**config.mk**
```make
export PLATFORM = sky130hd
export DESIGN_NAME = khb_ctrl
export DESIGN_NICKNAME = d
export VERILOG_FILES = /design/src/rtl/khb_pkg.sv /design/src/rtl/khb_ctrl.sv
export SDC_FILE = /design/constraint.sdc
export NUM_CORES = 1
export LEC_CHECK = 0
export BUFFER_PORTS_ARGS = -buffer_cell sky130_fd_sc_hd__buf_2
export CAP_MARGIN = 10
export CORE_MARGIN = 3
export CORE_UTILIZATION = 54
export CTS_BUF_LIST = sky130_fd_sc_hd__clkbuf_8
export DETAILED_ROUTE_END_ITERATION = 12
export MAX_ROUTING_LAYER = met4
export PLACE_DENSITY = 0.9
export SLEW_MARGIN = 20
export SYNTH_ARGS = -nofsm -noshare
export SYNTH_HDL_FRONTEND = slang
export SYNTH_SLANG_ARGS = --single-unit
```
**constraint.sdc**
```tcl
create_clock -name clk -period 1.9 [get_ports clk]
set_clock_uncertainty 0.05 [all_clocks]
set_input_delay 0.095 -clock clk [delete_from_list [all_inputs] [get_ports clk]]
set_output_delay 0.095 -clock clk [all_outputs]
set_load 0.005 [all_outputs]
```
**src/rtl/khb_pkg.sv**
```systemverilog
// ----------------------------------------------------------------------------
// khb_pkg: shared types and constants for the keyed hash bucket insert block
// Hash constants, message schedule table, status codes and command structs.
// ----------------------------------------------------------------------------
package khb_pkg;

	localparam int NONCE_LEN_DEF    = 4;
	localparam int PREFIX_BYTES_DEF = 2;
	localparam int BUCKET_AW        = 16;
	localparam int ROUNDS           = 7;
	localparam int NUM_REGS         = 6;

	localparam logic [2:0] REG_KEY01 = 3'd0;
	localparam logic [2:0] REG_KEY23 = 3'd1;
	localparam logic [2:0] REG_KEY45 = 3'd2;
	localparam logic [2:0] REG_KEY67 = 3'd3;
	localparam logic [2:0] REG_RPB   = 3'd4;
	localparam logic [2:0] REG_LIMIT = 3'd5;

	localparam logic [1:0] ST_STORED = 2'd0;
	localparam logic [1:0] ST_FULL   = 2'd1;
	localparam logic [1:0] ST_RANGE  = 2'd2;

	localparam logic [31:0] FLAGS_KEYED = 32'h0000_001B;
	localparam logic [31:0] IV0 = 32'h6A09E667;
	localparam logic [31:0] IV1 = 32'hBB67AE85;
	localparam logic [31:0] IV2 = 32'h3C6EF372;
	localparam logic [31:0] IV3 = 32'hA54FF53A;

	typedef logic [31:0] word_t;

	// message word index used by word slot i in round r (composed permutation)
	function automatic logic [3:0] msg_sel(input logic [2:0] r, input logic [3:0] i);
		logic [3:0] perm [16];
		logic [3:0] k;
		perm = '{4'd2, 4'd6, 4'd3, 4'd10, 4'd7, 4'd0, 4'd4, 4'd13,
			4'd1, 4'd11, 4'd12, 4'd5, 4'd9, 4'd14, 4'd15, 4'd8};
		k = i;
		for (int j = 0; j < ROUNDS; j++) begin
			if (j < int'(r)) k = perm[k];
		end
		return k;
	endfunction

	typedef struct packed {
		logic start;     // load state from key and nonce
		logic half;      // run one half-round (4 G in parallel)
		logic diag;      // diagonal half when set
		logic [2:0] rnd;
		logic mem_rd;    // issue counter read
		logic mem_wr;    // write updated counter and capture result
	} khb_cmd_t;

	typedef struct packed {
		logic in_range;
	} khb_sts_t;

endpackage

```
**src/rtl/khb_ctrl.sv**
```systemverilog
// ----------------------------------------------------------------------------
// khb_ctrl: sequencer for clear, hash rounds and counter update
// Clears the counter RAM after reset, then steps each transaction.
// ----------------------------------------------------------------------------
module khb_ctrl import khb_pkg::*; (
	input  logic        clk,
	input  logic        arst_n,
	input  logic        in_valid,
	output logic        in_ready,
	output logic        out_valid,
	input  logic        out_ready,
	input  khb_sts_t    sts,
	output khb_cmd_t    cmd,
	output logic        clr_we,
	output logic [15:0] clr_addr
);
	localparam logic [2:0] S_CLR  = 3'd0;
	localparam logic [2:0] S_IDLE = 3'd1;
	localparam logic [2:0] S_HASH = 3'd2;
	localparam logic [2:0] S_RD   = 3'd3;
	localparam logic [2:0] S_WR   = 3'd4;

	logic [2:0]  state_q;
	logic [3:0]  step_q;
	logic [15:0] clr_q;
	logic        outv_q;
	logic        take;

	// accept in idle when the result slot is free or drains this cycle
	assign in_ready  = (state_q == S_IDLE) && (!outv_q || out_ready);
	assign take      = in_valid && in_ready;
	assign out_valid = outv_q;
	assign clr_we    = state_q == S_CLR;
	assign clr_addr  = clr_q;

	always_comb begin
		cmd        = '0;
		cmd.start  = take;
		cmd.half   = state_q == S_HASH;
		cmd.diag   = step_q[0];
		cmd.rnd    = step_q[3:1];
		cmd.mem_rd = state_q == S_RD;
		cmd.mem_wr = state_q == S_WR;
	end

	always_ff @(posedge clk or negedge arst_n) begin
		if (!arst_n) begin
			state_q <= S_CLR;
			step_q  <= '0;
			clr_q   <= '0;
			outv_q  <= 1'b0;
		end else begin
			// raise on a rejected nonce or a finished update, else drop once taken
			if ((take && !sts.in_range) || state_q == S_WR) outv_q <= 1'b1;
			else if (out_ready) outv_q <= 1'b0;
			case (state_q)
				S_CLR: begin
					clr_q <= clr_q + 16'd1;
					if (clr_q == 16'hFFFF) state_q <= S_IDLE;
				end
				S_IDLE: begin
					if (take) begin
						step_q <= '0;
						if (sts.in_range) state_q <= S_HASH;
					end
				end
				S_HASH: begin
					step_q <= step_q + 4'd1;
					if (step_q == 4'(2*ROUNDS - 1)) state_q <= S_RD;
				end
				S_RD: state_q <= S_WR;
				S_WR: state_q <= S_IDLE;
				default: state_q <= S_IDLE;
			endcase
		end
	end
endmodule

```
# After elaboration in Yosys (flattened, before gate mapping)
# Cells that the tools add are included.
[totals] regBits=24 input_bits=5 output_inout_bits=27 elab_cells=37
[op_classes] n_addsub=2 n_eq_ne=10 mux=9 reduce_logical=12
[ops] cell="adder 16 x 1 -> 16 bit (second input constant)" count=1
[ops] cell="== test 16 bit (second input constant)" count=1
[ops] cell="two-way mux 3 bit" count=4
[ops] cell="one-hot mux 3 bit (4 select lines)" count=1
[ops] cell="one-hot mux 4 bit (2 select lines)" count=1
[ops] cell="== test 3 x 2 -> 1 bit (second input constant)" count=2
[ops] cell="adder 4 x 1 -> 4 bit (second input constant)" count=1
[ops] cell="== test 4 bit (second input constant)" count=1
[ops] cell="two-way mux 4 bit" count=1
[ops] cell="!= test 2 x 1 -> 1 bit (second input constant)" count=2
[ops] cell="!= test 2 bit (second input constant)" count=2
[ops] cell="AND reduction 4 bit" count=1
[ops] cell="nonzero test 2 bit" count=2
[ops] cell="== test 3 x 1 -> 1 bit (second input constant)" count=1
[ops] cell="== test 3 bit (second input constant)" count=1
[ops] cell="logical AND 1 bit" count=3
[ops] cell="logical NOT 3 bit" count=1
[ops] cell="logical NOT 1 bit" count=2
[ops] cell="logical OR 1 bit" count=2
[ops] cell="two-way mux 1 bit" count=2
[ops] cell="AND reduction 2 bit" count=1

# Logic depth before layout (Yosys ltp)
[logic_depth] ltp_word=7 mapped_depth=6 depth_no_buf=6

# Least setup slack after synthesis
# Ideal clock, no wire load.
[synth_path] path_type="flip-flop to flip-flop" from="reg state_q[0]" to="reg clr_q[13], in the netlist clr_addr[13]" setup_ns=0.124 arrival_time_ns=1.283 required_time_ns=1.726 setup_slack_ns=0.442 stages_incl_launch_ff=5 path_cell_list="dfrtp_1 or2_4 nor4_4 nand3_2 xnor2_1"
[synth_between] elab_chain_len=1
[synth_rtl] element="start: declaration" line="khb_ctrl.sv:23" text="logic [2:0] state_q;"
[synth_rtl] element="start signal: assignment" line="khb_ctrl.sv:48" text="state_q <= S_CLR;"
[synth_rtl] element="start signal: assignment" line="khb_ctrl.sv:59" text="if (clr_q == 16'hFFFF) state_q <= S_IDLE;"
[synth_rtl] element="start signal: assignment" line="khb_ctrl.sv:64" text="if (sts.in_range) state_q <= S_HASH;"
[synth_rtl] element="logical NOT 3 bit" line="khb_ctrl.sv:56" text="case (state_q)"
[synth_rtl] element="end signal: assignment" line="khb_ctrl.sv:58" text="clr_q <= clr_q + 16'd1;"
[synth_rtl] element="end: declaration" line="khb_ctrl.sv:25" text="logic [15:0] clr_q;"
# No other way between the ends.
# A chain may end at the register's enable or synchronous reset.

==> flow_summary.ini <==
[clock_tree]
clk_latency_ps = 270
cts_tree = yes
h-tree-depth = 1
cts_resized = 0
clock_path_buffers = 2
clock-root-buffer = clkbuf_8
cts_made_buffers = 3
clk_pin_slew_ps = 80
clock-sinks = 24

[timing]
worst_pin_slew_ps = 512.5
period_minus_slack_ps = 1660
tns_ps = 0
slew_headroom_pct = 65.83
hold_violations = 0
finalMaxSlewViolations = 0
fmax_ghz = 0.6024
setup_viol = 0
rsz0062_at_grt = no
post-route-period-util_pct = 87.37

[final_layout]
layout_common_cells = 31 x buf_2, 24 x dfrtp_1, 11 x nand2_1
regArea_um2 = 600.6
multiInputGateArea_um2 = 578.1
mostFrequentLayoutCell = buf_2
final_nets = 152
synthToLayoutAreaGrowth_pct = 22.20
final_area_mm2 = 0.001474
num_antenna_cells = 0
fillers = 160
drive_above_1_share_pct = 31.47

[logic_synthesis]
synth_area_mm2 = 0.001206
yosysSeqAreaShare_pct = 49.79
synth_cell_types = 32
postSynthAreaPerCell_um2 = 11.17
ys.warnings.count = 0
synth_seq_cells = 24
synth_nets = 116
synthCells = 108
async_flop_share_pct = 100.0
synth_edf_count = 0
ys.flop_type = dfrtp_1

[route]
antenna_left = 0
drt_iter0_markers = 18
vias = 937
post-route-drc-count = 0
vias_per_cell = 5.512
wl_per_cell_um = 15.26
wl_um = 2595
first_pass_iters = 4

[grt]
grt_pass1_wl_um = 4388
grt_antenna_before_repair = 0
grt_pass1_vias = 1005
grt_start_max_net_pins = 25
overflow = 0
track_usage_pct = 22.34

[placed_design]
hpwl_um = 1997
dpl_cell_area_mm2 = 0.001383
port_buffers = 31
finalWeightedCongestion = 0.7714

[pwr]
p_leak_nw = 0.7500
ir_drop_mv = 0.9362
power_per_cell_area_mw_per_mm2 = 1329

[run_status]
status = completed

[setup_path]
slowest_delay_ps = 460
critPathKind = reg2out
crit_path_end_kind = output pin
path_cells = nand2b_1 > nor3_2 > nand2_1 > inv_1 > buf_2
start_kind = flop
arrival_ps = 1520
path_max_fanout = 6
cp.required_ps = 1750
crit_path_top_delay_cell = dfrtp_1

[run]
drv_cap = 0

[die]
fp.dieH_um = 53.26
die_w_um = 53.26
fp-row-count = 16
die-area_mm2 = 0.002837
start_util_pct = 59.07
coreArea_mm2 = 0.002042
io_pins = 32

[worst_hold_path]
hp-class = in2reg
-- power by group --
| part | switching, mW | internal [mW] |
|---|---|---|
| clock network | 0.164 | 0.282 |
| registers | 0.208 | 0.642 |
| logic | 0.341 | 0.322 |
| total | 0.713 | 1.25 |
-- path summary, 6_finish.rpt --
check / startpoint / end / slack [ps] / cells past startpoint
max in group asynchronous: arst_n / out_valid / 1170 / 2
hold / removal: in_valid / state_q[1] / 70 / 3
min in group asynchronous: arst_n / clr_addr[4] / 280 / 2
setup / recovery: state_q[2] / cmd[7] / 240 / 5
hold reg to reg: clr_addr[14] / clr_addr[14] / 460 / 1
setup reg to reg: state_q[1] / clr_addr[15] / 270 / 4
-- routing by layer --
layer,GRT usage (%),routed length [um]
met5,-,0
met1,23.29,1005
met4,10.64,49
met2,39.80,1441
met3,4.507,98
-- critical path: cells and delay by family, from the launching register on --
kind / cells / cell delay [ps]
buffers and inverters: 2 / 270
and+or+nand+nor: 3 / 520
DFF: 1 / 460
-- logic make-up (layout without fill, tap and decap cells) --
family	after synthesis	count (layout)	share of synthesized area, %
simple gates	50	50	28.01
flops	24	24	49.79
buf+inv	6	41	2.282
xor+xnor	17	17	12.34
compound gates	7	7	3.527
fa+ha+maj	3	3	3.112
mux	1	1	0.9335
-- registers in the layout, indices dropped and copies added, names as in the netlist --
signal	cells
clr_addr	16
step_q	4
state_q	3
out_valid	1
-- timing repair --
action | CTS | global route
hold endpoints to repair | 25 | 0
setup buffers | 0 | 0
hold buffers | 2 | 0
-- cell usage after synthesis (2+ instances only) --
library cell	count	area (um^2)
nand4_1	7	43.79
o21ai_0	2	10.01
and3_1	3	18.77
ha_1	3	37.54
nand4b_1	2	17.52
inv_1	4	15.01
nand2_1	11	41.29
nand2b_1	3	18.77
o22ai_1	2	12.51
xor2_1	9	78.83
dfrtp_1	24	600.6
nand3_1	2	10.01
nor3_2	3	30.03
nor2_1	7	26.28
nor2b_1	2	12.51
xnor2_1	8	70.07
-- area by class of cell --
type,count,share of cell area [%]
tap,27,2.292
inverter,4,1.019
clock inverter,1,2.037
multi-input combinational,78,39.22
clock buffer,3,2.801
sequential,24,40.75
timing repair buffer,33,11.88
-- stage by stage --
step | setup WS [ps] | util (%) | power [mW] | std cells | hold WS, ps
after detailed placement | 280.8 | 67.71 | 1.525 | 164 | 52.73
final | 239.9 | 72.18 | 1.959 | 170 | 68.80
after global routing | 69.12 | 72.18 | 2.107 | 170 | 102.3
after global placement | 370.2 | 67.71 | 1.463 | 164 | 43.44
after floorplan | 442.3 | - | 1.253 | 108 | -250.6
after CTS | 229.1 | 72.18 | 1.980 | 170 | 67.64
Power figures use the tool's default switching activity.
